===== src/rtl/qvf_pkg.sv =====
package qvf_pkg;

  // core sizing
  localparam int COUNT_BITS     = 32;
  localparam int COEF_FRAC_BITS = 22;

  // fixed field widths
  localparam int COEF_W  = 24;
  localparam int SCALE_W = 16;
  localparam int RATE_W  = 32;
  localparam int TIME_W  = 32;
  localparam int POS_W   = 32;

  // rate path: magnitude is capped, product feeds a restoring divider
  localparam int MAG_CAP_BITS = 48;
  localparam int MAG_W        = (COUNT_BITS > MAG_CAP_BITS) ? MAG_CAP_BITS : COUNT_BITS;
  localparam int PROD_W       = MAG_W + SCALE_W;
  localparam int RATE_FRAC    = 16;
  localparam int QUO_W        = RATE_W - 1;
  localparam int SAT_SHIFT    = QUO_W - RATE_FRAC;
  localparam int CMP_W        = (PROD_W > TIME_W + SAT_SHIFT) ? PROD_W : TIME_W + SAT_SHIFT;
  localparam int STEP_W       = $clog2(QUO_W);

  // filter path
  localparam int FMUL_W = COEF_W + RATE_W;
  localparam int ACC_W  = FMUL_W + 3;
  localparam logic signed [ACC_W-1:0] RND_HALF = ACC_W'(1) <<< (COEF_FRAC_BITS - 1);

  localparam logic signed [RATE_W-1:0] RATE_MAX = 32'sh7FFFFFFF;
  localparam logic signed [RATE_W-1:0] RATE_MIN = 32'sh80000000;

  // configuration port
  localparam int APB_DATA_W = 32;
  localparam int APB_ADDR_W = 5;
  localparam int REG_IDX_W  = 3;

  typedef enum logic [REG_IDX_W-1:0] {
    REG_FB_COEF_1  = 3'd0,
    REG_FB_COEF_2  = 3'd1,
    REG_FF_COEF_0  = 3'd2,
    REG_FF_COEF_1  = 3'd3,
    REG_FF_COEF_2  = 3'd4,
    REG_RATE_SCALE = 3'd5
  } reg_e;

  localparam logic signed [COEF_W-1:0] FB_COEF_1_RST  = 24'sd8016154;
  localparam logic signed [COEF_W-1:0] FB_COEF_2_RST  = -24'sd3837788;
  localparam logic signed [COEF_W-1:0] FF_COEF_0_RST  = 24'sd3775;
  localparam logic signed [COEF_W-1:0] FF_COEF_1_RST  = 24'sd7969;
  localparam logic signed [COEF_W-1:0] FF_COEF_2_RST  = 24'sd3775;
  localparam logic        [SCALE_W-1:0] RATE_SCALE_RST = 16'd15;

  typedef struct packed {
    logic signed [COEF_W-1:0] fb_coef_1;
    logic signed [COEF_W-1:0] fb_coef_2;
    logic signed [COEF_W-1:0] ff_coef_0;
    logic signed [COEF_W-1:0] ff_coef_1;
    logic signed [COEF_W-1:0] ff_coef_2;
    logic        [SCALE_W-1:0] rate_scale;
  } cfg_t;

  typedef enum logic [2:0] {
    TAP_X,
    TAP_H1,
    TAP_H2,
    TAP_F1,
    TAP_F2
  } tap_e;

  typedef enum logic [3:0] {
    S_IDLE,
    S_SAMPLE,
    S_PREP,
    S_RATE_MUL,
    S_RATE_CHK,
    S_RATE_DIV,
    S_RATE_SIGN,
    S_FILT_MUL,
    S_FILT_ACC,
    S_FILT_END,
    S_DONE
  } state_e;

  typedef struct packed {
    logic latch;
    logic sample;
    logic prep;
    logic rate_mul;
    logic rate_chk;
    logic div_step;
    logic rate_sign;
    logic mul_en;
    tap_e tap;
    logic acc_clr;
    logic acc_add;
    logic filt_done;
    logic out_load;
  } cmd_t;

  typedef struct packed {
    logic go;
    logic div_start;
    logic out_busy;
  } status_t;

endpackage


===== src/rtl/qvf_ctrl.sv =====
module qvf_ctrl (
  input  logic              clk_i,
  input  logic              rst_ni,
  input  logic              in_valid_i,
  input  logic              in_update_i,
  input  qvf_pkg::status_t  sts_i,
  output logic              in_ready_o,
  output qvf_pkg::cmd_t     cmd_o
);

  qvf_pkg::state_e             state_q, state_d;
  qvf_pkg::tap_e               tap_q, tap_d;
  logic [qvf_pkg::STEP_W-1:0]  step_q, step_d;

  always_ff @(posedge clk_i or negedge rst_ni) begin
    if (!rst_ni) begin
      state_q <= qvf_pkg::S_IDLE;
      tap_q   <= qvf_pkg::TAP_X;
      step_q  <= '0;
    end else begin
      state_q <= state_d;
      tap_q   <= tap_d;
      step_q  <= step_d;
    end
  end

  // next state
  always_comb begin
    state_d = state_q;
    tap_d   = qvf_pkg::TAP_X;
    step_d  = '0;
    case (state_q)
      qvf_pkg::S_IDLE: begin
        if (in_valid_i) begin
          state_d = in_update_i ? qvf_pkg::S_PREP : qvf_pkg::S_SAMPLE;
        end
      end
      qvf_pkg::S_SAMPLE:   state_d = qvf_pkg::S_DONE;
      qvf_pkg::S_PREP:     state_d = sts_i.go ? qvf_pkg::S_RATE_MUL : qvf_pkg::S_FILT_MUL;
      qvf_pkg::S_RATE_MUL: state_d = qvf_pkg::S_RATE_CHK;
      qvf_pkg::S_RATE_CHK: begin
        state_d = sts_i.div_start ? qvf_pkg::S_RATE_DIV : qvf_pkg::S_FILT_MUL;
      end
      qvf_pkg::S_RATE_DIV: begin
        if (step_q == qvf_pkg::STEP_W'(qvf_pkg::QUO_W - 1)) begin
          state_d = qvf_pkg::S_RATE_SIGN;
        end else begin
          step_d = step_q + 1'b1;
        end
      end
      qvf_pkg::S_RATE_SIGN: state_d = qvf_pkg::S_FILT_MUL;
      qvf_pkg::S_FILT_MUL: begin
        case (tap_q)
          qvf_pkg::TAP_X:  tap_d = qvf_pkg::TAP_H1;
          qvf_pkg::TAP_H1: tap_d = qvf_pkg::TAP_H2;
          qvf_pkg::TAP_H2: tap_d = qvf_pkg::TAP_F1;
          qvf_pkg::TAP_F1: tap_d = qvf_pkg::TAP_F2;
          default:         state_d = qvf_pkg::S_FILT_ACC;
        endcase
      end
      qvf_pkg::S_FILT_ACC: state_d = qvf_pkg::S_FILT_END;
      qvf_pkg::S_FILT_END: state_d = qvf_pkg::S_DONE;
      qvf_pkg::S_DONE: begin
        if (!sts_i.out_busy) begin
          state_d = qvf_pkg::S_IDLE;
        end
      end
      default: state_d = qvf_pkg::S_IDLE;
    endcase
  end

  // commands
  always_comb begin
    cmd_o      = '0;
    in_ready_o = 1'b0;
    case (state_q)
      qvf_pkg::S_IDLE: begin
        in_ready_o   = 1'b1;
        cmd_o.latch  = in_valid_i;
      end
      qvf_pkg::S_SAMPLE:    cmd_o.sample    = 1'b1;
      qvf_pkg::S_PREP:      cmd_o.prep      = 1'b1;
      qvf_pkg::S_RATE_MUL:  cmd_o.rate_mul  = 1'b1;
      qvf_pkg::S_RATE_CHK:  cmd_o.rate_chk  = 1'b1;
      qvf_pkg::S_RATE_DIV:  cmd_o.div_step  = 1'b1;
      qvf_pkg::S_RATE_SIGN: cmd_o.rate_sign = 1'b1;
      qvf_pkg::S_FILT_MUL: begin
        // product of the previous tap is summed while the next one multiplies
        cmd_o.mul_en  = 1'b1;
        cmd_o.tap     = tap_q;
        cmd_o.acc_clr = (tap_q == qvf_pkg::TAP_X);
        cmd_o.acc_add = (tap_q != qvf_pkg::TAP_X);
      end
      qvf_pkg::S_FILT_ACC:  cmd_o.acc_add   = 1'b1;
      qvf_pkg::S_FILT_END:  cmd_o.filt_done = 1'b1;
      qvf_pkg::S_DONE:      cmd_o.out_load  = !sts_i.out_busy;
      default: ;
    endcase
  end

  a_accept_leaves_idle: assert property (@(posedge clk_i) disable iff (!rst_ni)
    in_valid_i && in_ready_o |=> state_q != qvf_pkg::S_IDLE)
    else $error("accepted item did not start processing");

  a_load_when_free: assert property (@(posedge clk_i) disable iff (!rst_ni)
    cmd_o.out_load |-> !sts_i.out_busy)
    else $error("result loaded over a pending result");

  a_div_steps: assert property (@(posedge clk_i) disable iff (!rst_ni)
    state_q == qvf_pkg::S_RATE_DIV |-> step_q < qvf_pkg::STEP_W'(qvf_pkg::QUO_W))
    else $error("divider step count out of range");

  a_all_taps: assert property (@(posedge clk_i) disable iff (!rst_ni)
    state_q == qvf_pkg::S_FILT_ACC |->
      $past(state_q) == qvf_pkg::S_FILT_MUL && $past(tap_q) == qvf_pkg::TAP_F2)
    else $error("filter sum closed before the last tap");

endmodule


===== config.mk =====
export PLATFORM = sky130hd
export DESIGN_NAME = qvf_ctrl
export DESIGN_NICKNAME = d
export VERILOG_FILES = /design/src/rtl/qvf_pkg.sv /design/src/rtl/qvf_ctrl.sv
export SDC_FILE = /design/constraint.sdc
export NUM_CORES = 1
export LEC_CHECK = 0
export BUFFER_PORTS_ARGS = -buffer_cell sky130_fd_sc_hd__buf_2
export CAP_MARGIN = 30
export CORE_ASPECT_RATIO = 0.9
export CORE_MARGIN = 2
export CORE_UTILIZATION = 49
export CTS_BUF_LIST = sky130_fd_sc_hd__clkbuf_16
export DETAILED_ROUTE_END_ITERATION = 16
export HOLD_SLACK_MARGIN = 0.05
export PLACE_DENSITY = 0.79
export SETUP_SLACK_MARGIN = 0.15
export SYNTH_ARGS = -nofsm -noshare
export SYNTH_HDL_FRONTEND = slang
export SYNTH_SLANG_ARGS = --single-unit

===== constraint.sdc =====
create_clock -name clk_i -period 1.9 [get_ports clk_i]
set_input_delay 0.285 -clock clk_i [delete_from_list [all_inputs] [get_ports clk_i]]
set_output_delay 0.285 -clock clk_i [all_outputs]
set_load 0.02 [all_outputs]

; After elaboration in Yosys (flattened, before gate mapping)
; Cells that the tools add are included.
[word_totals]
wordCells = 53
input_bits = 7
out_inout_bits = 16
mem_count = 0
ram_bits = 0
reg_bits = 12
latch_bits = 0
romBits = 0
[op_classes]
n_eq_ne = 18
addsub = 1
n_div = 0
n_reduce_logical = 7
n_shift = 0
multipliers = 0
bitwise_logic = 0
n_lt_le_gt_ge = 0
n_mux = 24
[op_table]
columns = operator, n
row1 = 4-bit one-hot mux with 10 select lines, 1
row2 = "4-bit by 3-bit == test with 1-bit output, second input constant", 4
row3 = 4-bit 2-to-1 mux, 4
row4 = 5-bit 2-to-1 mux, 3
row5 = "4-bit == test, second input constant", 3
row6 = 3-bit one-hot mux with 4 select lines, 1
row7 = 1-bit 2-to-1 mux, 10
row8 = "4-bit by 2-bit == test with 1-bit output, second input constant", 2
row9 = "2-bit != test, second input constant", 4
row10 = "3-bit by 2-bit == test with 1-bit output, second input constant", 2
row11 = 3-bit 2-to-1 mux, 2
row12 = "5-bit by 1-bit adder with 5-bit output, second input constant", 1
row13 = "5-bit == test, second input constant", 1
row14 = "4-bit by 1-bit == test with 1-bit output, second input constant", 1
row15 = 4-bit logical NOT, 1
row16 = 2-bit 2-to-1 mux, 2
row17 = 4-bit AND reduction, 1
row18 = 4-bit OR reduction, 1
row19 = "3-bit by 1-bit == test with 1-bit output, second input constant", 1
row20 = 3-bit logical NOT, 1
row21 = 3-bit nonzero test, 1
row22 = 1-bit one-hot mux with 2 select lines, 1
row23 = 2-bit OR reduction, 1
row24 = 1-bit logical NOT, 1

; Logic depth before layout (Yosys ltp)
[logic_depth]
word_depth = 4
mapped_depth = 7
mapped_depth_nobuf = 6

; Worst setup path after synthesis
; Ideal clock, no wire load.
[synth_timing]
path_kind = flip-flop to output port
start = register state_q[1]
end = output cmd_o[14] (netlist bit)
stages_incl_launch_ff = 4
t_required_ns = 1.615
t_arrival_ns = 1.678
slack_ns = -0.063
path_buffers = 1
cell_sequence = dfrtp_1 -> buf_2 -> nor4_1 -> and2_1
[synth_lines]
columns = item, line
row1 = from (decl), qvf_ctrl.sv:11  ; qvf_pkg::state_e state_q, state_d;
row2 = from (signal assigned), qvf_ctrl.sv:17  ; state_q <= qvf_pkg::S_IDLE;
row3 = from (signal assigned), qvf_ctrl.sv:21  ; state_q <= state_d;
row4 = to (decl), qvf_ctrl.sv:8  ; output qvf_pkg::cmd_t cmd_o

==> Flow_metrics.wiki <==
{| class="wikitable"
! Metric !! Value
|-
| Maximum clock path buffer count || 2
|-
| Number of H-tree branching levels || 1
|-
| Number of enable flip-flop cells after synthesis || 0
|-
| Fraction of layout cells with a size suffix above 1 || 40.3%
|-
| Die Wd || between 40 and 50 um
|-
| Highest clock rate || 0.574 GHz
|-
| Maximum number of pins on one net before global-route repair || 15
|-
| Cell family with most CP delay || buffers and inverters
|-
| FF-to-FF path depth || 5
|-
| Final min period || 1.74 ns
|-
| Number of instances in the synthesized netlist || 87
|-
| Total detailed-routing wirelength || 1900 um
|-
| Met3 usage || 7.83%
|-
| Count of final max-slew check failures || 0
|-
| Final setup vio count || 0
|-
| Internal power of the cells || 1.07 mW
|-
| TritonCTS clock tree || yes
|-
| Class of the tightest hold or removal check || in -> reg
|-
| Leading cell types by total area after synthesis || sky130_fd_sc_hd__dfrtp_1 (39%), sky130_fd_sc_hd__nor2_1 (7.8%), sky130_fd_sc_hd__nor3_1 (3.9%)
|-
| Final worst-path setup slack || 0.158 ns
|-
| GRT Residual Overflow || 0
|-
| Fraction of met1 tracks used by global routing || 28.1%
|-
| Dominant synthesized flop cell || sky130_fd_sc_hd__dfrtp_1
|-
| Global router's overall resource usage || 20.8%
|-
| Area share of the leading cell type in the synthesized netlist || between 30% and 40%
|-
| Headroom to the max-slew limit || 69.5%
|-
| Placeable Area || ~1500 um^2
|-
| Post-place setup slack || 0.231 ns
|-
| Number of storage elements in the synthesis netlist || 12
|-
| Initial antenna violation count || 0
|-
| Detailed-route DRC error count || 0
|-
| Worst Path Required || 1.62 ns
|-
| Net total in the final layout || approximately 130
|-
| Final sum of negative setup slack || 0 ns
|-
| Number of primary I/O pins || 23
|-
| Maximum fanout encountered on the critical timing path || 13
|-
| Buffer type at the clock tree root || sky130_fd_sc_hd__clkbuf_16
|-
| Worst VDD drop || 1.54 mV
|-
| Number of logic stages on the critical path including buffering || 5
|-
| GR Layer Usage met2 || 31.3%
|-
| Seq/Total Area, Yosys || 39.0%
|-
| Post-route antenna net violation count || 0
|-
| Initial core utilization || 52.6%
|-
| Commonest cells in the netlist || sky130_fd_sc_hd__nor2_1 (16), sky130_fd_sc_hd__dfrtp_1 (12), sky130_fd_sc_hd__nor3_1 (6), sky130_fd_sc_hd__nand2_1 (5)
|-
| CTS Sinks || 12
|-
| Slowest cell on the critical path || sky130_fd_sc_hd__dfrtp_1
|-
| Global placement routability congestion || 0.804
|-
| PwrDens || 1760 nW/um^2
|-
| DRT Pass-1 Iters || 4
|-
| Yosys warnings || 0
|-
| Maximum cell stage delay along the critical path || 0.41 ns
|-
| Transition time at the pin with the least slew margin || 0.450 ns
|-
| Vert. Die Dim || 41.6 um
|-
| Buffers and inverters on the worst path || 3
|-
| Proportion of register bits with asynchronous set or reset after synthesis || 100%
|-
| Post-synthesis cell type with the largest combined area || sky130_fd_sc_hd__dfrtp_1
|-
| Total Die Area || 1910 um^2
|-
| Worst setup skew after layout || 0.000267 ns
|-
| Final cell count without fillers || 134
|-
| Count of maximum capacitance violations || 0
|-
| Data arrival time of the critical path || around 1.5 ns
|-
| Wire length per cell || 14.2 um
|-
| Share of the cycle needed by the critical path after routing || 91.7%
|-
| Cell repeated most along the worst path || sky130_fd_sc_hd__buf_4
|-
| Status || completed
|-
| Netlist Area Pre-Place || 771 um^2
|-
| Worst hold path cell count || 4
|-
| Synth unique cells || 32
|-
| RSZ-0062 raised after global routing || yes
|-
| Cells along the critical path || buf_4, inv_1, nand2_2, o31ai_2, buf_4
|-
| Busiest grt layer || met2
|-
| Routed vias/inst || 5.64
|-
| Wire length of the first global-routing pass || 2840 um
|-
| Worst-skew pair later-pin latency || between 0.2 and 0.25 ns
|-
| Switching portion of total power || a little over two fifths
|-
| Port-buffer cells || 22
|-
| Count of final hold-check violations || 0
|-
| Via count of the routed design || 756
|-
| Share of total power in sequential cells || 20.4%
|-
| Site row count || 13
|-
| Combinational Power Share || between 50% and 60%
|-
| Crit. End Element || output port
|-
| Antenna cell count || 0
|-
| Share of power burned in the clock network || 20.2%
|-
| Number of DRC markers after the initial detailed-route iteration || 24
|-
| Startpoint type of the worst setup path || flop
|-
| Area growth syn-to-layout || 39.0%
|-
| Clock slew at reported path FFs || 0.04 ns
|-
| TritonCTS Buffers || 3
|-
| Core utilization of the finished layout || roughly 73%
|-
| Classification of the worst setup path || reg -> out
|-
| P_sw || 0.812 mW
|-
| Number of nets produced by synthesis || 96
|-
| Average size of a mapped cell || ~9 um^2
|-
| Count of placed standard cells including taps || 122
|-
| Leak Pwr || about 0.54 nW
|-
| Number of global-route vias before repair || 632
|-
| Estimated wirelength of the detail-placed design || 1260 um
|-
| Cell with the most instances after synthesis || sky130_fd_sc_hd__nor2_1
|}
## sequential cells by signal, summed over array words and instances, names as in the netlist
| signal | flops |
|---|---|
| step_q | 5 |
| state_q | 4 |
| tap_q | 3 |
## kinds of logic after synthesis
| group | synth area share [%] |
|---|---|
| flops | 39.0 |
| buf+inv | 6.66 |
| simple gates | 31.3 |
| fa+ha+maj | 3.25 |
| compound gates | 15.3 |
| xor+xnor | 4.55 |
## per-stage QoR
stage / hold slack, ns / area, um^2 / total power [mW]
2_1_floorplan: -0.0106 / 777 / 1.08
3_3_place_gp: 0.172 / 892 / 1.26
3_5_place_dp: 0.178 / 892 / 1.28
4_1_cts: 0.409 / 1010 / 1.73
5_1_grt: 0.421 / 1070 / 2.01
6_report: 0.413 / 1070 / 1.88
## power groups by stage
stage	registers [mW]	clock network, mW	logic [mW]
6_report	0.384	0.380	1.12
4_1_cts	0.382	0.388	0.958
2_1_floorplan	0.393	0	0.685
5_1_grt	0.395	0.404	1.21
3_3_place_gp	0.394	0	0.862
3_5_place_dp	0.398	0	0.885
## per-layer routing
layer | vias up | part of all wire [%]
met2 | 29 | 49
met4 | 0 | 0.74
met5 | - | 0
li1 | 364 | -
met1 | 361 | 45
met3 | 2 | 5.3
## layout by cell type, fill, tap and decap left out, drive strengths merged
cell type / instances
a21oi: 2
nor4: 1
clkbuf: 3
or3: 2
o21ai: 4
inv: 2
dfrtp: 12
and4: 1
o22ai: 1
o311ai: 2
a311o: 1
ha: 2
a21o: 1
and3: 1
nand2: 5
o31ai: 3
and2: 4
nor2: 16
or4b: 1
dlygate4sd3: 1
nand3: 3
nor3: 7
xor2: 2
buf: 33
xnor2: 2
a211oi: 1
nand2b: 5
clkinv: 1
## what timing repair did
item                       4_1_cts  5_1_grt
gates resized for setup          3        7
hold endpoints to repair        12        0
setup endpoints to repair        3        4
hold buffers                     1        0
setup buffers                    2        5
## cell type report
class,instances,area (um^2)
multi-input combinational,67,454
fill,109,393
sequential,12,302
timing repair buffer,34,210
clock buffer,3,75.1
tap,15,18.8
inverter,2,7.51
clock inverter,1,3.75
## worst min-delay path, delay by kind of cell
family / cells / cell delay, ns
AO/OA/AOI/OAI: 3 / 0.24
buffers and inverters: 1 / 0.08
## final timing paths
kind | to | startpoint | slack [ns]
max | cmd_o[2] | state_q[2] | 0.16
min | state_q[1] | sts_i[1] | 0.41
max reg2reg | state_q[0] | state_q[1] | 0.30
min reg2reg | step_q[0] | step_q[0] | 0.49
max in group asynchronous | state_q[1] | rst_ni | 1.22
min in group asynchronous | step_q[0] | rst_ni | 0.45
Note: power is estimated with default switching activity, not from simulation.
