<file path="src/rtl/qvf_pkg.sv">
package qvf_pkg;

  // core sizing
  localparam int COUNT_BITS     = 32;
  localparam int COEF_FRAC_BITS = 22;

  // fixed field widths
  localparam int COEF_W  = 24;
  localparam int SCALE_W = 16;
  localparam int RATE_W  = 32;
  localparam int TIME_W  = 32;
  localparam int POS_W   = 32;

  // rate path: magnitude is capped, product feeds a restoring divider
  localparam int MAG_CAP_BITS = 48;
  localparam int MAG_W        = (COUNT_BITS > MAG_CAP_BITS) ? MAG_CAP_BITS : COUNT_BITS;
  localparam int PROD_W       = MAG_W + SCALE_W;
  localparam int RATE_FRAC    = 16;
  localparam int QUO_W        = RATE_W - 1;
  localparam int SAT_SHIFT    = QUO_W - RATE_FRAC;
  localparam int CMP_W        = (PROD_W > TIME_W + SAT_SHIFT) ? PROD_W : TIME_W + SAT_SHIFT;
  localparam int STEP_W       = $clog2(QUO_W);

  // filter path
  localparam int FMUL_W = COEF_W + RATE_W;
  localparam int ACC_W  = FMUL_W + 3;
  localparam logic signed [ACC_W-1:0] RND_HALF = ACC_W'(1) <<< (COEF_FRAC_BITS - 1);

  localparam logic signed [RATE_W-1:0] RATE_MAX = 32'sh7FFFFFFF;
  localparam logic signed [RATE_W-1:0] RATE_MIN = 32'sh80000000;

  // configuration port
  localparam int APB_DATA_W = 32;
  localparam int APB_ADDR_W = 5;
  localparam int REG_IDX_W  = 3;

  typedef enum logic [REG_IDX_W-1:0] {
    REG_FB_COEF_1  = 3'd0,
    REG_FB_COEF_2  = 3'd1,
    REG_FF_COEF_0  = 3'd2,
    REG_FF_COEF_1  = 3'd3,
    REG_FF_COEF_2  = 3'd4,
    REG_RATE_SCALE = 3'd5
  } reg_e;

  localparam logic signed [COEF_W-1:0] FB_COEF_1_RST  = 24'sd8016154;
  localparam logic signed [COEF_W-1:0] FB_COEF_2_RST  = -24'sd3837788;
  localparam logic signed [COEF_W-1:0] FF_COEF_0_RST  = 24'sd3775;
  localparam logic signed [COEF_W-1:0] FF_COEF_1_RST  = 24'sd7969;
  localparam logic signed [COEF_W-1:0] FF_COEF_2_RST  = 24'sd3775;
  localparam logic        [SCALE_W-1:0] RATE_SCALE_RST = 16'd15;

  typedef struct packed {
    logic signed [COEF_W-1:0] fb_coef_1;
    logic signed [COEF_W-1:0] fb_coef_2;
    logic signed [COEF_W-1:0] ff_coef_0;
    logic signed [COEF_W-1:0] ff_coef_1;
    logic signed [COEF_W-1:0] ff_coef_2;
    logic        [SCALE_W-1:0] rate_scale;
  } cfg_t;

  typedef enum logic [2:0] {
    TAP_X,
    TAP_H1,
    TAP_H2,
    TAP_F1,
    TAP_F2
  } tap_e;

  typedef enum logic [3:0] {
    S_IDLE,
    S_SAMPLE,
    S_PREP,
    S_RATE_MUL,
    S_RATE_CHK,
    S_RATE_DIV,
    S_RATE_SIGN,
    S_FILT_MUL,
    S_FILT_ACC,
    S_FILT_END,
    S_DONE
  } state_e;

  typedef struct packed {
    logic latch;
    logic sample;
    logic prep;
    logic rate_mul;
    logic rate_chk;
    logic div_step;
    logic rate_sign;
    logic mul_en;
    tap_e tap;
    logic acc_clr;
    logic acc_add;
    logic filt_done;
    logic out_load;
  } cmd_t;

  typedef struct packed {
    logic go;
    logic div_start;
    logic out_busy;
  } status_t;

endpackage

</file>
<file path="src/rtl/qvf_regs.sv">
module qvf_regs (
  input  logic                               clk_i,
  input  logic                               rst_ni,
  input  logic                               psel,
  input  logic                               penable,
  input  logic                               pwrite,
  input  logic [qvf_pkg::APB_ADDR_W-1:0]     paddr,
  input  logic [qvf_pkg::APB_DATA_W-1:0]     pwdata,
  output logic [qvf_pkg::APB_DATA_W-1:0]     prdata,
  output logic                               pready,
  output qvf_pkg::cfg_t                      cfg_o
);

  qvf_pkg::cfg_t cfg_q;
  qvf_pkg::reg_e idx;
  logic          wr_en;

  assign pready = 1'b1;
  assign idx    = qvf_pkg::reg_e'(paddr[qvf_pkg::APB_ADDR_W-1:2]);
  assign wr_en  = psel && penable && pwrite && pready;

  always_ff @(posedge clk_i or negedge rst_ni) begin
    if (!rst_ni) begin
      cfg_q.fb_coef_1  <= qvf_pkg::FB_COEF_1_RST;
      cfg_q.fb_coef_2  <= qvf_pkg::FB_COEF_2_RST;
      cfg_q.ff_coef_0  <= qvf_pkg::FF_COEF_0_RST;
      cfg_q.ff_coef_1  <= qvf_pkg::FF_COEF_1_RST;
      cfg_q.ff_coef_2  <= qvf_pkg::FF_COEF_2_RST;
      cfg_q.rate_scale <= qvf_pkg::RATE_SCALE_RST;
    end else if (wr_en) begin
      case (idx)
        qvf_pkg::REG_FB_COEF_1:  cfg_q.fb_coef_1  <= pwdata[qvf_pkg::COEF_W-1:0];
        qvf_pkg::REG_FB_COEF_2:  cfg_q.fb_coef_2  <= pwdata[qvf_pkg::COEF_W-1:0];
        qvf_pkg::REG_FF_COEF_0:  cfg_q.ff_coef_0  <= pwdata[qvf_pkg::COEF_W-1:0];
        qvf_pkg::REG_FF_COEF_1:  cfg_q.ff_coef_1  <= pwdata[qvf_pkg::COEF_W-1:0];
        qvf_pkg::REG_FF_COEF_2:  cfg_q.ff_coef_2  <= pwdata[qvf_pkg::COEF_W-1:0];
        qvf_pkg::REG_RATE_SCALE: cfg_q.rate_scale <= pwdata[qvf_pkg::SCALE_W-1:0];
        default: ;
      endcase
    end
  end

  // coefficients read back sign extended
  always_comb begin
    case (idx)
      qvf_pkg::REG_FB_COEF_1:  prdata = qvf_pkg::APB_DATA_W'(cfg_q.fb_coef_1);
      qvf_pkg::REG_FB_COEF_2:  prdata = qvf_pkg::APB_DATA_W'(cfg_q.fb_coef_2);
      qvf_pkg::REG_FF_COEF_0:  prdata = qvf_pkg::APB_DATA_W'(cfg_q.ff_coef_0);
      qvf_pkg::REG_FF_COEF_1:  prdata = qvf_pkg::APB_DATA_W'(cfg_q.ff_coef_1);
      qvf_pkg::REG_FF_COEF_2:  prdata = qvf_pkg::APB_DATA_W'(cfg_q.ff_coef_2);
      qvf_pkg::REG_RATE_SCALE: prdata = qvf_pkg::APB_DATA_W'(cfg_q.rate_scale);
      default:                 prdata = '0;
    endcase
  end

  assign cfg_o = cfg_q;

endmodule

</file>
<file path="config.mk">
export PLATFORM = sky130hd
export DESIGN_NAME = qvf_regs
export DESIGN_NICKNAME = d
export VERILOG_FILES = /design/src/rtl/qvf_pkg.sv /design/src/rtl/qvf_regs.sv
export SDC_FILE = /design/constraint.sdc
export NUM_CORES = 1
export LEC_CHECK = 0
export BUFFER_PORTS_ARGS = -buffer_cell sky130_fd_sc_hd__buf_4
export CAP_MARGIN = 20
export CORE_UTILIZATION = 26
export DETAILED_ROUTE_END_ITERATION = 8
export SETUP_SLACK_MARGIN = 0.3
export SLEW_MARGIN = 5
export SYNTH_ARGS = -nofsm -noshare
export SYNTH_HDL_FRONTEND = slang
export SYNTH_SLANG_ARGS = --single-unit
</file>
<file path="constraint.sdc">
create_clock -name clk_i -period 2.4 [get_ports clk_i]
set_clock_uncertainty 0.1 [all_clocks]
set_input_delay 0.24 -clock clk_i [delete_from_list [all_inputs] [get_ports clk_i]]
set_output_delay 0.24 -clock clk_i [all_outputs]
set_load 0.005 [all_outputs]
</file>
; Yosys cells after proc, flatten, opt, wreduce, memory -nomap -nowiden
; Index checks and enable logic that the tools add are counted.
[totals]
register_bits = 136
latch_bits = 0
ram_bits = 0
rom_bits = 0
out_inout_bits = 169
wordCells = 21
mem_count = 0
[op_classes]
addsub = 0
multipliers = 0
n_div = 0
n_lt_le_gt_ge = 0
eq_ne = 5
shifts = 0
mux = 1
n_bitwise = 0
reduce_logical = 9
[op_table]
columns = operator, count
row1 = $pmux W32 S6, 1
row2 = $reduce_and A2 Y1, 6
row3 = $eq A3 B2 Y1 const B, 2
row4 = $eq A3 B3 Y1 const B, 2
row5 = $eq A3 B1 Y1 const B, 1
row6 = $logic_not A3 Y1, 1
row7 = $logic_and A1 B1 Y1, 2

; Longest topological paths before layout
; Gate-level depths: netlist of run 1.
[depth]
depth_word = 3
ltp_mapped = 6
mapped_depth_nobuf = 3

; Least setup slack after synthesis of run 1
; Ideal clock, no wire load.
[synth_path]
path_type = in2out
from = in paddr[2] (netlist bit)
to = out prdata[24] (netlist bit)
arrival_time_ps = 1615
slack_ps = 445
stages = 6
path_cell_list = buf_4 buf_2 clkbuf_1 a221oi_1 a21oi_1 buf_4
[synth_between]
elab_chain_cells = 2
elab_cells_between_ends = 7
classes_between = eq/ne: 5 / mux: 1 / reduce/logical: 1
[synth_lines]
columns = item, line
row1 = "start, declared", qvf_regs.sv:7  ; input logic [qvf_pkg::APB_ADDR_W-1:0] paddr,
row2 = $eq A3 B3 Y1 (tied with other cells), qvf_regs.sv:45  ; case (idx)
row3 = $pmux W32 S6 (*), qvf_regs.sv:45
row4 = "end, declared", qvf_regs.sv:9  ; output logic [qvf_pkg::APB_DATA_W-1:0] prdata,
; Every way passes the cells marked *; elsewhere a longest branch is shown, timed or not.

; Worst setup path after layout of run 1
[layout_path]
from = reg cfg_q (netlist bit cfg_o[87])
to = out prdata[28] (netlist bit)
[layout_between]
elab_chain_cells = 1
[layout_lines]
columns = item, line
row1 = "start, declared", qvf_regs.sv:14  ; qvf_pkg::cfg_t cfg_q;
row2 = $pmux W32 S6, qvf_regs.sv:45
; No other way between the ends.

==> run summary, run 1 <==
Post-Synth XOR/XNOR Area = 0
most frequent cells in the layout = buf_4 (219), mux2_2 (159), dfrtp_1 (84)
multiplexer area fraction after synthesis = 0.317
Mapped Avg Cell Area = 14.0 um^2
Final min period = 2.00 ns
Final Slew Violations = 0
synthesized instance count = 461
Layout Nets = 731
gpl congestion = 0.729
Top-Level Pins = 211
LEAKAGE = 4.18 nW
DRT Pass-1 Iters = 4
largest net degree at the start of global routing = 59
Synth Area in Simple Gates = 0.0419
Req. time, crit path = 2.06 ns
Setup crit end kind = primary output
Max Cap Violations = 0
Peak supply drop = 0.424 mV
Layout area overhead = 41.8%
Worst Hold Class = in2reg
H-tree depth = 4
Clock Path Buffers = 2
ant diodes = 0
clk slew on worst S/H paths = 0.06 ns
Max-slew headroom = 0.602
initial antenna violation count = 0
cell area after synthesis = 6470 um^2
Critical Path Start Type = flop
top post-synthesis cells by area = dfrtp_1 (32%), mux2_2 (28%), dfstp_2 (21%)
Final period util = 0.832
Worst-Skew Late Latency = 0.42 ns
Total Routed Length = 20,000 um
fillers = 2,411
Setup Buffers After CTS = 0
Tot GR Track Use = 0.161
max reg flops = 136
CTS tree = done
share of layout cells above drive strength 1 = 0.679
Sum Neg Setup Slack = 0 ns
post-synth top area share = 0.325
Die Y = 160 um
Worst path slowest cell = dfrtp_1
RSZ-0062 raised after global routing = yes
root buffer cell = clkbuf_16
Post-Synth Adder-Cell Area = 0
compound-gate portion of the synthesized area = 0.0624
library cells used by synthesis = 34
vias in the first global route = 4,815
Worst Max-Slew Pin Slew = 0.598 ns
CTS buffer count = 17
# setup viols final = 0
max incr delay on CP = 0.40 ns
largest family of logic cells by synthesized area = multiplexers
crit path kind = reg2out
grt ovf = 0
pre-CTS WS = 0.328 ns
drt wl/cell = 19.5 um
Via density = 4.63
Hold Vio Cnt, Final = 0
global-route wire length before repair = 31,100 um
DRC Markers = 0
DR iter-0 viols = 242
Routed Antenna Nets = 0
DIE AREA = 25,500 um^2
Ys Warns = 0
leading area contributor after synthesis = dfrtp_1
Starting Density = 0.265
sequential fraction of the synthesis area = 0.536
status = finished clean
critical path arrival = 1.66 ns
Rows = 57
FF+latch count, synth = 136
I/O Buffers = 199
CORE AREA = 24,400 um^2
Sink Count = 136
die width = 160 um
CP bufs+invs = 1
critical path, cell by cell = mux2_2 > a221oi_2 > a21oi_4 > buf_4
maximum clock frequency = 501 MHz
post-DP HPWL = 13,800 um
Top Family by Delay on Critical Path = flip-flops
power per cell area = 820 nW/um^2
worst setup slack after layout = 0.402 ns
most common cell after layout, fill and taps aside = buf_4
Post-Syn Nets = 503
crit-path max FO = 9
vias = 4,751
routing by layer:
layer  part of all wire  global-route usage
met5                  0                   0
met1               0.47               0.221
met2               0.47               0.253
met4             0.0088              0.0416
met3              0.054              0.0408
where the power goes:
group          switching [mW]  leakage [nW]  internal, mW  total [mW]
clock network           0.983         0.256          1.39        2.38
logic                   0.687          2.31          1.20        1.89
registers               0.384          1.62          2.88        3.26
total                    2.05          4.18          5.47        7.52
layout make-up:
cell class | instances | area (um^2) | share of cell area
clock buffer | 24 | 482 | 0.0525
clock inverter | 8 | 47.5 | 0.00518
inverter | 1 | 3.75 | 0.000409
multi-input combinational | 283 | 2770 | 0.301
sequential | 136 | 3470 | 0.378
tap | 324 | 405 | 0.0442
timing repair buffer | 250 | 2010 | 0.219
final timing paths:
kind | slack (ns) | cells past startpoint | to | start
worst max register to register | 1.48 | 1 | cfg_o[34]$_DFFE_PN0P_ | cfg_o[34]$_DFFE_PN0P_
worst max-delay path | 0.40 | 4 | prdata[28] | cfg_o[87]$_DFFE_PN0P_
worst min register to register | 0.43 | 1 | cfg_o[59]$_DFFE_PN0P_ | cfg_o[59]$_DFFE_PN0P_
worst min-delay path | 0.02 | 2 | cfg_o[11]$_DFFE_PN0P_ | pwdata[11]
min in group asynchronous | 0.28 | 2 | cfg_o[59]$_DFFE_PN0P_ | rst_ni
max in group asynchronous | 1.21 | 3 | cfg_o[134]$_DFFE_PN1P_ | rst_ni
what timing repair did:
item | in CTS | in global routing
gates resized for setup | 1 | 4
hold buffers | 24 | 0
pin swaps | 0 | 0
endpoints found under the setup margin | 9 | 14
hold endpoints to repair | 168 | 0
cells in the mapped netlist, drive strengths merged:
| cell | number |
|---|---|
| nor2b | 4 |
| nor3 | 2 |
| dfrtp | 84 |
| nand4 | 1 |
| buf | 34 |
| mux2 | 159 |
| nand2 | 9 |
| or3 | 2 |
| nor3b | 3 |
| mux2i | 26 |
| a21oi | 14 |
| clkbuf | 7 |
| a221o | 2 |
| nor2 | 14 |
| o21ai | 2 |
| a31oi | 1 |
| a22oi | 9 |
| nand3 | 2 |
| a211oi | 6 |
| nand4b | 1 |
| o221ai | 4 |
| dfstp | 52 |
| a311o | 6 |
| a221oi | 6 |
| conb | 1 |
| o22ai | 6 |
| nand2b | 3 |
| inv | 1 |
through the flow:
stage                      util  power (mW)  cells  cell area, um^2  hold slack (ns)
after floorplan               -        3.99    461             6470           -0.156
after detailed placement  0.344        5.16    970             8380            0.166
after global placement    0.344        5.13    970             8380            0.160
after CTS                 0.375        7.64   1026             9160           0.0108
final                     0.376        7.52   1026             9180           0.0239
after global routing      0.376        7.93   1026             9180           0.0217
kinds of logic (layout without fill, tap and decap cells):
kind of cell | Yosys count | in the layout
buffers and inverters | 42 | 283
AND/OR/NAND/NOR | 41 | 41
AO/OA/AOI/OAI | 56 | 56
other | 1 | 1
flip-flops | 136 | 136
multiplexers | 185 | 185
Power figures use the tool's default switching activity.
==> inputs of run 2 (changes only) <==
--- a/config.mk
+++ b/config.mk
@@ -5,6 +5,7 @@
 export SDC_FILE = /design/constraint.sdc
 export NUM_CORES = 1
 export LEC_CHECK = 0
+export ABC_AREA = 1
 export BUFFER_PORTS_ARGS = -buffer_cell sky130_fd_sc_hd__buf_4
 export CAP_MARGIN = 20
 export CORE_UTILIZATION = 26
==> constraint.sdc (replaced) <==
create_clock -name clk_i -period 2 [get_ports clk_i]
set_clock_uncertainty 0.1 [all_clocks]
set_input_delay 0.2 -clock clk_i [delete_from_list [all_inputs] [get_ports clk_i]]
set_output_delay 0.2 -clock clk_i [all_outputs]
set_load 0.005 [all_outputs]
==> run 2 against run 1 <==
Compared with the run above: wire length is 29% higher; via count is 46% higher; setup slack got worse by 0.13 ns; sequential share of layout area decreased by 3.1 points; register-to-register slack got worse by 0.46 ns; count of clock-buffer cells in the layout down 6; total power up 28%; utilization rose by 1.8 points; cell count rose by 44%; non-clock buffer count rose by 51; critical endpoint is now prdata[26]; largest power group unchanged; highest routed layer unchanged.
==> run summary, run 2 <==
status = finished clean
Total Routed Length = 25,800 um
maximum clock frequency = 579 MHz
Ys Warns = 0
Req. time, crit path = 1.70 ns
Critical Path Start Type = flop
grt ovf = 0
Routed Antenna Nets = 0
Post-Synth Adder-Cell Area = 0
leading area contributor after synthesis = dfrtp_1
Post-Syn Nets = 919
register share of total power = 0.402
CTS tree = done
DR iter-0 viols = 530
clock power share = 0.330
Post-Synth XOR/XNOR Area = 0
Final min period = 1.73 ns
Net Sw Frac = 0.305
Hold Vio Cnt, Final = 0
FF+latch count, synth = 136
power per cell area = 960 nW/um^2
initial antenna violation count = 1
Synth Area in Simple Gates = 0.286
global-route wire length before repair = 38,400 um
CP bufs+invs = 1
most frequent cells in the layout = nand2_1 (257), buf_4 (257), o21ai_0 (111)
vias in the first global route = 6,558
Layout Nets = 1,172
Layout area overhead = 48.2%
Final period util = 0.864
H-tree depth = 4
post-DP HPWL = 18,100 um
commonest cells in the netlist = nand2_1 (272), o21ai_0 (112), dfrtp_1 (84)
Via density = 4.70
compound-gate portion of the synthesized area = 0.106
synthesized instance count = 877
Rows = 58
share of layout cells above drive strength 1 = 0.355
Post-synth EDFFs = 0
critical path, cell by cell = nand4_1 > nand2_2 > nor2_4 > nand2_4 > buf_4
Worst path slowest cell = dfstp_2
Worst Hold Class = in2async
Sum Neg Setup Slack = 0 ns
Top Family by Delay on Critical Path = flip-flops
vias = 6,923
Final Slew Violations = 0
clk slew on worst S/H paths = 0.06 ns
final non-filler cell area = 9990 um^2
cell area after synthesis = 6740 um^2
RSZ-0062 raised after global routing = yes
drt wl/cell = 17.5 um
crit path kind = reg2out
Mapped Avg Cell Area = 7.69 um^2
Max Cap Violations = 0
sequential fraction of the synthesis area = 0.514
top post-synthesis cells by area = dfrtp_1 (31%), dfstp_2 (20%), nand2_1 (15%)
CORE AREA = 25,300 um^2
Pint = 6.67 mW
library cells used by synthesis = 22
Switching Power = 2.93 mW
CP Depth = 5
Top-Level Pins = 211
ys flop type = dfrtp_1
max incr delay on CP = 0.53 ns
Die Y = 163 um
count leader, synth = nand2_1
Clock Path Buffers = 2
Worst-Skew Late Latency = 0.42 ns
Synth async-reset ratio = 1.00
multiplexer area fraction after synthesis = 0
post-synth top area share = 0.312
die width = 163 um
max reg flops = 136
DRC Markers = 0
LEAKAGE = 5.10 nW
Worst Reg2Reg Path Length in Cells = 3
Peak supply drop = 0.472 mV
I/O Buffers = 199
DP Area = 8670 um^2
Setup crit end kind = primary output
DIE AREA = 26,600 um^2
critical path arrival = 1.43 ns
DRT Pass-1 Iters = 5
crit-path max FO = 5
Starting Density = 0.266
Worst Max-Slew Pin Slew = 0.509 ns
gpl congestion = 0.833
largest family of logic cells by synthesized area = simple AND/OR/NAND/NOR gates
# setup viols final = 0
CTS buffer count = 17
largest net degree at the start of global routing = 51
Tot GR Track Use = 0.193
Max-slew headroom = 0.661
Sink Count = 136
power share of the combinational group = 0.268
root buffer cell = clkbuf_16
==> run 2: changes by cell type in the layout (fill, tap and decap cells not counted), sizes merged, moves of 9 or more <==
cell,delta
mux2i,-26
nand4,+56
o21ai,+138
nor2,+67
a21oi,-11
inv,+79
buf,+50
nand2,+265
a22oi,-9
nand3,+38
mux2,-159
==> run 2: routing by layer <==
layer,global-route usage,vias up,part of all wire
li1,-,3342,-
met1,0.240,3301,0.41
met2,0.333,261,0.50
met3,0.0510,19,0.079
met4,0.0438,0,0.010
met5,0,-,0
==> run 2: worst paths after layout <==
path	startpoint	slack (ns)	to
min in group clk_i	penable	0.20	cfg_o[132]$_DFFE_PN1P_
setup / recovery	cfg_o[111]$_DFFE_PN1P_	0.27	prdata[26]
hold / removal	rst_ni	0.14	cfg_o[5]$_DFFE_PN0P_
max in group asynchronous	rst_ni	1.01	cfg_o[131]$_DFFE_PN1P_
hold reg to reg	cfg_o[65]$_DFFE_PN1P_	0.38	cfg_o[65]$_DFFE_PN1P_
setup reg to reg	cfg_o[48]$_DFFE_PN1P_	1.02	cfg_o[48]$_DFFE_PN1P_
==> run 2: through the flow <==
step	power, mW	hold slack (ns)	util	std cells	setup slack (ns)
after floorplan	4.61	-0.196	-	877	0.396
after global placement	6.12	0.0161	0.342	1373	0.255
after detailed placement	6.17	0.0150	0.342	1373	0.240
after CTS	9.50	0.137	0.383	1450	0.230
after global routing	10.1	0.149	0.394	1473	0.225
final	9.60	0.135	0.395	1474	0.272
==> run 2: repair_timing <==
item	in CTS	in global routing
endpoints found under the hold margin	224	0
hold buffers	25	0
resized for setup	14	36
pin swaps	17	35
cloned	1	0
setup buffers	19	23
endpoints found under the setup margin	20	29
==> run 2: power by group through the flow <==
stage	Sequential (mW)	Combinational (mW)	Clock [mW]
2_1_floorplan	3.86	0.751	0
3_3_place_gp	3.92	2.20	0
3_5_place_dp	3.93	2.24	0
4_1_cts	3.88	2.42	3.20
5_1_grt	3.92	2.84	3.33
6_report	3.86	2.57	3.16
==> run 2: kinds of logic after synthesis <==
group                  count (synthesis)
buffers and inverters                146
and+or+nand+nor                      451
other                                  1
AOI/OAI and AO/OA                    143
DFF                                  136
==> run 2: worst register-to-register path, cell delays in order (launching register included) <==
cell	delay (ns)
dfstp_2	0.53
buf_4	0.11
o21ai_0	0.09
nand2_1	0.09
==> run 2: layout make-up <==
type / count / area [um^2]
Sequential cell: 136 / 3470
Clock buffer: 18 / 439
Fill cell: 2615 / 15300
Inverter: 78 / 295
Timing Repair Buffer: 301 / 2450
Multi-Input combinational cell: 596 / 2780
Clock inverter: 14 / 149
Antenna cell: 1 / 2.50
Tap cell: 330 / 413
