==> src/rtl/qvf_pkg.sv <==
package qvf_pkg;

  // core sizing
  localparam int COUNT_BITS     = 32;
  localparam int COEF_FRAC_BITS = 22;

  // fixed field widths
  localparam int COEF_W  = 24;
  localparam int SCALE_W = 16;
  localparam int RATE_W  = 32;
  localparam int TIME_W  = 32;
  localparam int POS_W   = 32;

  // rate path: magnitude is capped, product feeds a restoring divider
  localparam int MAG_CAP_BITS = 48;
  localparam int MAG_W        = (COUNT_BITS > MAG_CAP_BITS) ? MAG_CAP_BITS : COUNT_BITS;
  localparam int PROD_W       = MAG_W + SCALE_W;
  localparam int RATE_FRAC    = 16;
  localparam int QUO_W        = RATE_W - 1;
  localparam int SAT_SHIFT    = QUO_W - RATE_FRAC;
  localparam int CMP_W        = (PROD_W > TIME_W + SAT_SHIFT) ? PROD_W : TIME_W + SAT_SHIFT;
  localparam int STEP_W       = $clog2(QUO_W);

  // filter path
  localparam int FMUL_W = COEF_W + RATE_W;
  localparam int ACC_W  = FMUL_W + 3;
  localparam logic signed [ACC_W-1:0] RND_HALF = ACC_W'(1) <<< (COEF_FRAC_BITS - 1);

  localparam logic signed [RATE_W-1:0] RATE_MAX = 32'sh7FFFFFFF;
  localparam logic signed [RATE_W-1:0] RATE_MIN = 32'sh80000000;

  // configuration port
  localparam int APB_DATA_W = 32;
  localparam int APB_ADDR_W = 5;
  localparam int REG_IDX_W  = 3;

  typedef enum logic [REG_IDX_W-1:0] {
    REG_FB_COEF_1  = 3'd0,
    REG_FB_COEF_2  = 3'd1,
    REG_FF_COEF_0  = 3'd2,
    REG_FF_COEF_1  = 3'd3,
    REG_FF_COEF_2  = 3'd4,
    REG_RATE_SCALE = 3'd5
  } reg_e;

  localparam logic signed [COEF_W-1:0] FB_COEF_1_RST  = 24'sd8016154;
  localparam logic signed [COEF_W-1:0] FB_COEF_2_RST  = -24'sd3837788;
  localparam logic signed [COEF_W-1:0] FF_COEF_0_RST  = 24'sd3775;
  localparam logic signed [COEF_W-1:0] FF_COEF_1_RST  = 24'sd7969;
  localparam logic signed [COEF_W-1:0] FF_COEF_2_RST  = 24'sd3775;
  localparam logic        [SCALE_W-1:0] RATE_SCALE_RST = 16'd15;

  typedef struct packed {
    logic signed [COEF_W-1:0] fb_coef_1;
    logic signed [COEF_W-1:0] fb_coef_2;
    logic signed [COEF_W-1:0] ff_coef_0;
    logic signed [COEF_W-1:0] ff_coef_1;
    logic signed [COEF_W-1:0] ff_coef_2;
    logic        [SCALE_W-1:0] rate_scale;
  } cfg_t;

  typedef enum logic [2:0] {
    TAP_X,
    TAP_H1,
    TAP_H2,
    TAP_F1,
    TAP_F2
  } tap_e;

  typedef enum logic [3:0] {
    S_IDLE,
    S_SAMPLE,
    S_PREP,
    S_RATE_MUL,
    S_RATE_CHK,
    S_RATE_DIV,
    S_RATE_SIGN,
    S_FILT_MUL,
    S_FILT_ACC,
    S_FILT_END,
    S_DONE
  } state_e;

  typedef struct packed {
    logic latch;
    logic sample;
    logic prep;
    logic rate_mul;
    logic rate_chk;
    logic div_step;
    logic rate_sign;
    logic mul_en;
    tap_e tap;
    logic acc_clr;
    logic acc_add;
    logic filt_done;
    logic out_load;
  } cmd_t;

  typedef struct packed {
    logic go;
    logic div_start;
    logic out_busy;
  } status_t;

endpackage

==> src/rtl/qvf_dp.sv <==
module qvf_dp (
  input  logic                               clk_i,
  input  logic                               rst_ni,
  input  qvf_pkg::cfg_t                      cfg_i,
  input  qvf_pkg::cmd_t                      cmd_i,
  input  logic                               in_line_a_i,
  input  logic                               in_line_b_i,
  input  logic [qvf_pkg::TIME_W-1:0]         in_now_ms_i,
  input  logic                               out_ready_i,
  output qvf_pkg::status_t                   sts_o,
  output logic                               out_valid_o,
  output logic signed [qvf_pkg::POS_W-1:0]   out_position_count_o,
  output logic signed [qvf_pkg::RATE_W-1:0]  out_raw_rate_o,
  output logic signed [qvf_pkg::RATE_W-1:0]  out_filtered_rate_o
);

  localparam int CB = qvf_pkg::COUNT_BITS;

  // transition codes {previous a b, new a b}
  localparam logic [3:0] CODE_UP_0 = 4'b1101;
  localparam logic [3:0] CODE_UP_1 = 4'b0100;
  localparam logic [3:0] CODE_UP_2 = 4'b0010;
  localparam logic [3:0] CODE_UP_3 = 4'b1011;
  localparam logic [3:0] CODE_DN_0 = 4'b1110;
  localparam logic [3:0] CODE_DN_1 = 4'b0111;
  localparam logic [3:0] CODE_DN_2 = 4'b0001;
  localparam logic [3:0] CODE_DN_3 = 4'b1000;

  function automatic logic [CB-1:0] cnt_mag(input logic [CB-1:0] v);
    return v[CB-1] ? (~v + 1'b1) : v;
  endfunction

  // latched item
  logic                        line_a_q, line_b_q;
  logic [qvf_pkg::TIME_W-1:0]  now_q;

  // block state
  logic [1:0]                        prev_lines_q;
  logic [CB-1:0]                     count_q, clast_q;
  logic [qvf_pkg::TIME_W-1:0]        tlast_q;
  logic signed [qvf_pkg::RATE_W-1:0] raw_now_q, raw_h1_q, raw_h2_q, filt_h1_q, filt_h2_q;

  // working registers
  logic [qvf_pkg::TIME_W-1:0]        dt_q, rem_q;
  logic [CB-1:0]                     dm_q;
  logic                              neg_q, big_q;
  logic [qvf_pkg::PROD_W-1:0]        p_q;
  logic [qvf_pkg::QUO_W-1:0]         dq_q;
  logic signed [qvf_pkg::FMUL_W-1:0] prod_q;
  logic signed [qvf_pkg::ACC_W-1:0]  acc_q;

  // output register
  logic                              out_valid_q;
  logic signed [qvf_pkg::POS_W-1:0]  out_pos_q;
  logic signed [qvf_pkg::RATE_W-1:0] out_raw_q, out_filt_q;

  logic [3:0]                        code;
  logic [qvf_pkg::TIME_W-1:0]        dt_d;
  logic [CB-1:0]                     diff;
  logic                              sat, scale_zero;
  logic [qvf_pkg::TIME_W:0]          trial, trial_sub;
  logic                              fits;
  logic [qvf_pkg::RATE_W-1:0]        quo_ext;
  logic signed [qvf_pkg::COEF_W-1:0] tap_coef;
  logic signed [qvf_pkg::RATE_W-1:0] tap_data;
  logic signed [qvf_pkg::FMUL_W-1:0] prod_d;
  logic signed [qvf_pkg::ACC_W-1:0]  acc_rnd, filt_sh;
  logic [qvf_pkg::ACC_W-qvf_pkg::RATE_W:0] filt_hi;
  logic signed [qvf_pkg::RATE_W-1:0] filt_y;

  assign code = {prev_lines_q, line_a_q, line_b_q};

  // velocity update set-up
  assign dt_d   = now_q - tlast_q;
  assign diff   = count_q - clast_q;
  assign sts_o.go = (cnt_mag(count_q) > cnt_mag(clast_q)) && (dt_d != '0);

  assign scale_zero = (cfg_i.rate_scale == '0);
  assign sat = big_q ||
               (qvf_pkg::CMP_W'(p_q) >= (qvf_pkg::CMP_W'(dt_q) << qvf_pkg::SAT_SHIFT));
  assign sts_o.div_start = !scale_zero && !sat;

  // one restoring divide step
  assign trial     = {rem_q, dq_q[qvf_pkg::QUO_W-1]};
  assign fits      = (trial >= {1'b0, dt_q});
  assign trial_sub = trial - {1'b0, dt_q};
  assign quo_ext   = {1'b0, dq_q};

  always_comb begin
    case (cmd_i.tap)
      qvf_pkg::TAP_X: begin
        tap_coef = cfg_i.ff_coef_0;
        tap_data = raw_now_q;
      end
      qvf_pkg::TAP_H1: begin
        tap_coef = cfg_i.ff_coef_1;
        tap_data = raw_h1_q;
      end
      qvf_pkg::TAP_H2: begin
        tap_coef = cfg_i.ff_coef_2;
        tap_data = raw_h2_q;
      end
      qvf_pkg::TAP_F1: begin
        tap_coef = cfg_i.fb_coef_1;
        tap_data = filt_h1_q;
      end
      default: begin
        tap_coef = cfg_i.fb_coef_2;
        tap_data = filt_h2_q;
      end
    endcase
  end

  assign prod_d = tap_coef * tap_data;

  // round half up, floor shift, saturate
  assign acc_rnd = acc_q + qvf_pkg::RND_HALF;
  assign filt_sh = acc_rnd >>> qvf_pkg::COEF_FRAC_BITS;
  assign filt_hi = filt_sh[qvf_pkg::ACC_W-1:qvf_pkg::RATE_W-1];
  assign filt_y  = ((&filt_hi) || !(|filt_hi)) ? filt_sh[qvf_pkg::RATE_W-1:0] :
                   (filt_sh[qvf_pkg::ACC_W-1] ? qvf_pkg::RATE_MIN : qvf_pkg::RATE_MAX);

  always_ff @(posedge clk_i or negedge rst_ni) begin
    if (!rst_ni) begin
      prev_lines_q <= '0;
      count_q      <= '0;
      clast_q      <= '0;
      tlast_q      <= '0;
      raw_now_q    <= '0;
      raw_h1_q     <= '0;
      raw_h2_q     <= '0;
      filt_h1_q    <= '0;
      filt_h2_q    <= '0;
    end else begin
      if (cmd_i.sample) begin
        prev_lines_q <= {line_a_q, line_b_q};
        case (code) inside
          CODE_UP_0, CODE_UP_1, CODE_UP_2, CODE_UP_3: count_q <= count_q + CB'(1);
          CODE_DN_0, CODE_DN_1, CODE_DN_2, CODE_DN_3: count_q <= count_q - CB'(1);
          default: ;
        endcase
      end
      if (cmd_i.rate_chk) begin
        if (scale_zero) begin
          raw_now_q <= '0;
        end else if (sat) begin
          raw_now_q <= neg_q ? qvf_pkg::RATE_MIN : qvf_pkg::RATE_MAX;
        end
      end
      if (cmd_i.rate_sign) begin
        raw_now_q <= neg_q ? -quo_ext : quo_ext;
      end
      if (cmd_i.filt_done) begin
        filt_h1_q <= filt_y;
        filt_h2_q <= filt_h1_q;
        raw_h1_q  <= raw_now_q;
        raw_h2_q  <= raw_h1_q;
        clast_q   <= count_q;
        tlast_q   <= now_q;
      end
    end
  end

  always_ff @(posedge clk_i) begin
    if (cmd_i.latch) begin
      line_a_q <= in_line_a_i;
      line_b_q <= in_line_b_i;
      now_q    <= in_now_ms_i;
    end
    if (cmd_i.prep) begin
      dt_q  <= dt_d;
      dm_q  <= cnt_mag(diff);
      neg_q <= diff[CB-1];
    end
    if (cmd_i.rate_mul) begin
      p_q   <= qvf_pkg::PROD_W'(dm_q[qvf_pkg::MAG_W-1:0]) *
               qvf_pkg::PROD_W'(cfg_i.rate_scale);
      big_q <= (dm_q >> qvf_pkg::MAG_W) != '0;
    end
    if (cmd_i.rate_chk) begin
      // quotient fits in QUO_W bits here, so the top part is below dt
      rem_q <= qvf_pkg::TIME_W'(p_q >> qvf_pkg::SAT_SHIFT);
      dq_q  <= {p_q[qvf_pkg::SAT_SHIFT-1:0], {qvf_pkg::RATE_FRAC{1'b0}}};
    end
    if (cmd_i.div_step) begin
      rem_q <= fits ? trial_sub[qvf_pkg::TIME_W-1:0] : trial[qvf_pkg::TIME_W-1:0];
      dq_q  <= {dq_q[qvf_pkg::QUO_W-2:0], fits};
    end
    if (cmd_i.mul_en) begin
      prod_q <= prod_d;
    end
    if (cmd_i.acc_clr) begin
      acc_q <= '0;
    end else if (cmd_i.acc_add) begin
      acc_q <= acc_q + qvf_pkg::ACC_W'(prod_q);
    end
    if (cmd_i.out_load) begin
      out_pos_q  <= qvf_pkg::POS_W'($signed(count_q));
      out_raw_q  <= raw_now_q;
      out_filt_q <= filt_h1_q;
    end
  end

  always_ff @(posedge clk_i or negedge rst_ni) begin
    if (!rst_ni) begin
      out_valid_q <= 1'b0;
    end else if (cmd_i.out_load) begin
      out_valid_q <= 1'b1;
    end else if (out_ready_i) begin
      out_valid_q <= 1'b0;
    end
  end

  // output register can take a new result when empty or being read this cycle
  assign sts_o.out_busy = out_valid_q && !out_ready_i;

  assign out_valid_o          = out_valid_q;
  assign out_position_count_o = out_pos_q;
  assign out_raw_rate_o       = out_raw_q;
  assign out_filtered_rate_o  = out_filt_q;

endmodule

==> config.mk <==
export PLATFORM = sky130hd
export DESIGN_NAME = qvf_dp
export DESIGN_NICKNAME = d
export VERILOG_FILES = /design/src/rtl/qvf_pkg.sv /design/src/rtl/qvf_dp.sv
export SDC_FILE = /design/constraint.sdc
export NUM_CORES = 2
export LEC_CHECK = 0
export ABC_AREA = 1
export BUFFER_PORTS_ARGS = -buffer_cell sky130_fd_sc_hd__buf_2
export CAP_MARGIN = 5
export CORE_ASPECT_RATIO = 0.5
export CORE_UTILIZATION = 50
export CTS_BUF_LIST = sky130_fd_sc_hd__clkbuf_8
export DETAILED_ROUTE_END_ITERATION = 12
export PLACE_DENSITY = 0.66
export SYNTH_ARGS = -nofsm -noshare
export SYNTH_HDL_FRONTEND = slang
export SYNTH_SLANG_ARGS = --single-unit
==> constraint.sdc <==
create_clock -name clk_i -period 10.4 [get_ports clk_i]
set_input_delay 2.08 -clock clk_i [delete_from_list [all_inputs] [get_ports clk_i]]
set_output_delay 2.08 -clock clk_i [all_outputs]
set_load 0.01 [all_outputs]
## Word-level counts from Yosys, hierarchy flattened

Cells that the tools add are included.

- Register bits: 680
- Input bits: 188
- Logic and storage cells: 99

- $add $sub $neg: 11
- Multiply operators: 2
- Magnitude comparators: 3
- Equality and inequality tests: 11
- Muxes and demuxes: 22
- Bitwise operators: 3
- Reductions and logical operators: 22

Operator list:

| cell | number |
|---|---|
| $mux W32 | 15 |
| $add A32 B1 Y32 const B | 4 |
| $pmux W32 S4 | 1 |
| $not A32 Y32 | 3 |
| $pmux W24 S4 | 1 |
| $sub A32 B32 Y32 | 3 |
| $mux W31 | 3 |
| $add A59 B23 Y59 const B | 1 |
| $add A59 B56 Y59 | 1 |
| $mul A24 B32 Y56 | 1 |
| $ge A48 B47 Y1 | 1 |
| $mul A32 B16 Y48 | 1 |
| $ge A33 B32 Y1 | 1 |
| $gt A32 B32 Y1 | 1 |
| $neg A31 Y32 | 1 |
| $reduce_bool A32 Y1 | 1 |
| $sub A32 B1 Y32 const B | 1 |
| $eq A4 B4 Y1 const B | 4 |
| $logic_not A16 Y1 | 1 |
| $eq A4 B3 Y1 const B | 2 |
| $reduce_bool A2 Y1 | 4 |
| $reduce_or A4 Y1 | 2 |
| $eq A3 B2 Y1 const B | 2 |
| $reduce_and A6 Y1 | 1 |
| other kinds (11) | 18 |

## Logic depth before layout (Yosys ltp)

- Word-level depth: 5
- Gate-level depth with buffers: 39
- Mapped depth without buffers: 36

## Least setup slack after synthesis

No wires, ideal clock.

- Path kind: input-to-reg
- Start point: input port cmd_i[6] (netlist name)
- End point: register prod_q[55] (netlist name) (data pin)
- Data arrival time: 9.077 ns
- Slack: 1.058 ns
- Cell stages on the path: 28
- Path buffers: 3
- Path through: nor3_1 -> buf_2 -> buf_1 -> a22oi_1 -> nand4_1 -> o21a_1 -> clkbuf_1 -> nand2_1 -> fa_1 -> inv_1 -> fa_1 -> fa_1 -> inv_1 -> fa_1 -> inv_1 -> fa_1 -> inv_1 -> fa_1 -> inv_1 -> fa_1 -> ha_1 -> a21oi_1 -> nor2_1 -> nor2_1 -> nor2_1 -> a2111oi_0 -> o211ai_1 -> xor2_1

- Longest elaborated chain between the ends: 3

Ends and longest elaborated chain:

| item | line | RTL |
|---|---|---|
| start: declaration | qvf_dp.sv:5 | `input qvf_pkg::cmd_t cmd_i,` |
| $eq A3 B2 Y1, or another cell as far along | qvf_dp.sv:90 | `case (cmd_i.tap)` |
| $pmux W24 S4 / $pmux W32 S4 (equally long branches) | qvf_dp.sv:90 |  |
| $mul A24 B32 Y56 (*) | qvf_dp.sv:114 | `assign prod_d = tap_coef * tap_data;` |
| named net prod_d, one bit | qvf_dp.sv:66 | `logic signed [qvf_pkg::FMUL_W-1:0] prod_d;` |
| end signal: assignment | qvf_dp.sv:190 | `prod_q <= prod_d;` |
| end: declaration | qvf_dp.sv:49 | `logic signed [qvf_pkg::FMUL_W-1:0] prod_q;` |

The timed path passes the listed nets; every way through them passes the cells marked *.
A chain may end at the register's enable or synchronous reset.

## Worst setup path in the final report

- Start point: input port cmd_i[6] (netlist name)
- End point: register prod_q[50] (netlist name) (data pin)

Same word-level chain as after synthesis.

==> flow_summary_export.csv <==
group,metric,value,unit
run_status,status,"complete, but fails checks",
run_status,violations,"DRC",
timing,slew_viol_final,0,
floorplan,start_util,50.8,%
floorplan,rows,106,
worst_setup_path,cp_slowest_cell,"fa_1",
clock_tree,h-tree-depth,3,
route,final_antenna_net_count,0,
global_route,grt_pass1_wl,426000,microns
synth,synthesis.nets,12500,
place,port_buffers,287,
worst_setup_path,critPathKind,"in2reg",
route,drc,12,
worst_setup_path,cpMostUsedCell,"fa_1",
worst_setup_path,regToRegSetupSlack,2.18,ns
worst_setup_path,end_kind,"flip-flop",
synth,synthFlopType,"edfxtp_1",
global_route,track_usage,32.1,%
layout,nFillCells,15900,
worst_setup_path,cp.required,10.95,ns
timing,max_freq,104,MHz
worst_setup_path,cp.arrival,10.17,ns
route,routed_wl,272000,microns
clock_tree,cts_setup_buffers,0,
global_route,grt_max_degree,158,
synth,yosys.area.top_type_share,28.2,%
clock_tree,cts_max_path_buffers,3,
synth,synth_top_area_cell,"fa_1",
run,max_cap_viol_count,0,
route,wl_per_cell,20.6,microns
clock_tree,cts_tree,"built",
layout,drive_above_1_share,6.74,%
worst_setup_path,worst-path-max-fanout,29,
global_route,grt_pass1_vias,73400,
synth,synth_edf_count,362,
synth,ys_ff_latch,680,
timing,finalCritPeriodShare,92.5,%
layout,final_common_cell,"nand2_1",
synth,avgSynthCellArea,8.05,sq um
place,gp_congestion,0.990,
timing,skew,0.0973,ns
route,num_vias,71600,
synth,synth-async-reset-ratio,38.1,%
synth,syn_area,0.0855,sq mm
clock_tree,clock_latency,0.89,ns
worst_setup_path,worstSetupStartpointType,"input pin",
route,firstDrtPassIters,10,
floorplan,dieHeight,294,microns
global_route,antenna_found_initial,10,
clock_tree,cts_inserted_buffers,107,
floorplan,dieArea,0.173,sq mm
layout,final_cell_mix,"nand2_1, inv_1, fa_1",
floorplan,die_w,587,microns
global_route,grt_overflow,0,
worst_setup_path,slowest_delay,0.62,ns
floorplan,pin_count,288,
synth,yosys_warnings,0,
synth,netlist_instances,10600,
clock_tree,hold_buffers,0,
timing,setup_viol,0,
clock_tree,cts-resized-gates,0,
timing,hold_viol_final,0,
synth,synthTopCellsByArea,"fa_1, edfxtp_1, nand2_1, inv_1, ha_1",
layout,area_delta_synth_final,7.90,%
timing,tns,0,ns
timing,tightest_slew,1.18,ns
synth,ys_seq_area_share,21.7,%
clock_tree,cts.clk_slew.worst_paths,0.07,ns
layout,nNetsFinal,12700,
clock_tree,cts_root_buffer,"clkbuf_8",
worst_hold_path,worstHoldPathType,"reg2reg",
timing,period_minus_slack,9.62,ns
route,drt_iter0_drc,5533,
timing,grt_setup_unrepaired,"false",
route,vias_per_cell,5.43,
timing,whs,0.473,ns
place,dp_hpwl,221000,microns
floorplan,core,0.168,sq mm
synth,yosys.cell_types.count,62,
clock_tree,cts_sinks,680,
timing,relSlewSlack,21.0,%
==> path summary, 6_finish.rpt <==
path                                      startpoint                           end  cells past startpoint
min in group asynchronous                     rst_ni       clast_q[28]$_DFFE_PN0P_                      1
min                        raw_now_q[26]$_DFFE_PN0P_  out_raw_rate_o[26]$_DFFE_PP_                      0
max reg2reg                raw_now_q[31]$_DFFE_PN0P_          prod_q[50]$_DFFE_PP_                     27
max in group asynchronous                     rst_ni      filt_h2_q[0]$_DFFE_PN0P_                      2
max                                         cmd_i[6]          prod_q[50]$_DFFE_PP_                     30
min reg2reg                raw_now_q[26]$_DFFE_PN0P_  out_raw_rate_o[26]$_DFFE_PP_                      0
==> routing by layer <==
layer,global-route usage [%],up-vias,wire length [microns]
met5,0,-,26
met1,42.1,35100,112000
met3,5.90,648,22000
li1,-,33100,-
met2,51.6,2737,122000
met4,15.8,4,15100
==> worst max-delay path: cells and delay by family <==
| kind | cells | cell delay [ns] |
|---|---|---|
| buf+inv | 9 | 1.67 |
| compound gates | 7 | 1.50 |
| simple gates | 5 | 0.95 |
| xor+xnor | 1 | 0.08 |
| fa+ha+maj | 8 | 3.86 |
==> registers in the layout, indices dropped and copies added, names as in the netlist <==
signal                count
dm_q                     32
filt_h2_q                32
out_raw_rate_o           32
raw_h1_q                 32
acc_q                    59
out_filtered_rate_o      32
raw_now_q                32
count_q                  32
now_q                    32
filt_h1_q                32
clast_q                  32
dt_q                     32
neg_q                     1
prev_lines_q              2
p_q                      48
raw_h2_q                 32
dq_q                     31
out_position_count_o     32
rem_q                    32
prod_q                   56
line_b_q                  1
line_a_q                  1
out_valid_o               1
tlast_q                  32
==> cell type report <==
class	instances	area (sq um)	area share [%]
multi-input cells	7343	57200	62.0
flip-flops and latches	680	18500	20.1
inverters	2212	8300	9.00
repair buffers	476	3050	3.31
well taps	2268	2840	3.08
clock buffers	116	1600	1.73
clock inverters	86	719	0.780
diodes	5	12.5	0.0136
==> synthesized netlist by cell type (5+ instances only) <==
master	count
xnor2_1	99
nor4_1	39
o31ai_1	8
nor2_4	5
nand2_2	14
o221ai_1	19
buf_6	5
fa_1	1206
o21ai_0	552
o22ai_1	30
a21o_1	38
a21boi_0	17
nor2_1	982
and2_1	7
clkbuf_1	330
a21oi_1	499
buf_2	23
or2_2	21
ha_1	520
nand2_1	2358
o211ai_1	40
nand4_1	82
a211oi_1	6
o21bai_1	27
o21a_1	55
nand3_1	225
nand3b_1	9
dfrtp_1	259
clkinv_1	17
edfxtp_1	362
xor2_1	236
buf_1	19
and3_1	10
a2111oi_0	10
inv_1	2193
o21ai_1	6
a31oi_1	44
a221oi_1	17
dfxtp_1	59
a22oi_1	14
o2111ai_1	5
a21oi_2	31
nor3_1	89
==> metrics by stage <==
| step | instances | util, % | worst slack [ns] | instance area [sq um] |
|---|---|---|---|---|
| 4_1_cts | 13200 | 54.8 | 0.908 | 92200 |
| 6_report | 13200 | 54.8 | 0.778 | 92200 |
| 3_3_place_gp | 13000 | 53.4 | 0.0848 | 89900 |
| 5_1_grt | 13200 | 54.8 | 0.423 | 92200 |
| 2_1_floorplan | 10600 | - | 1.06 | 85500 |
| 3_5_place_dp | 13000 | 53.4 | 0.0339 | 89900 |
==> logic make-up (layout without fill, tap and decap cells) <==
kind of cell	after synthesis	in the layout	share of synthesized area [%]
AOI/OAI and AO/OA	1427	1427	9.47
xor gates and xnor gates	336	336	3.45
adders and majority gates	1726	1726	35.9
buffers and inverters	2592	2890	11.5
DFF	680	680	21.7
other	0	5	0
and+or+nand+nor	3854	3854	18.1
Power is not shown: default switching activity piles up to over one toggle a cycle in this logic, so the estimate is an artifact.
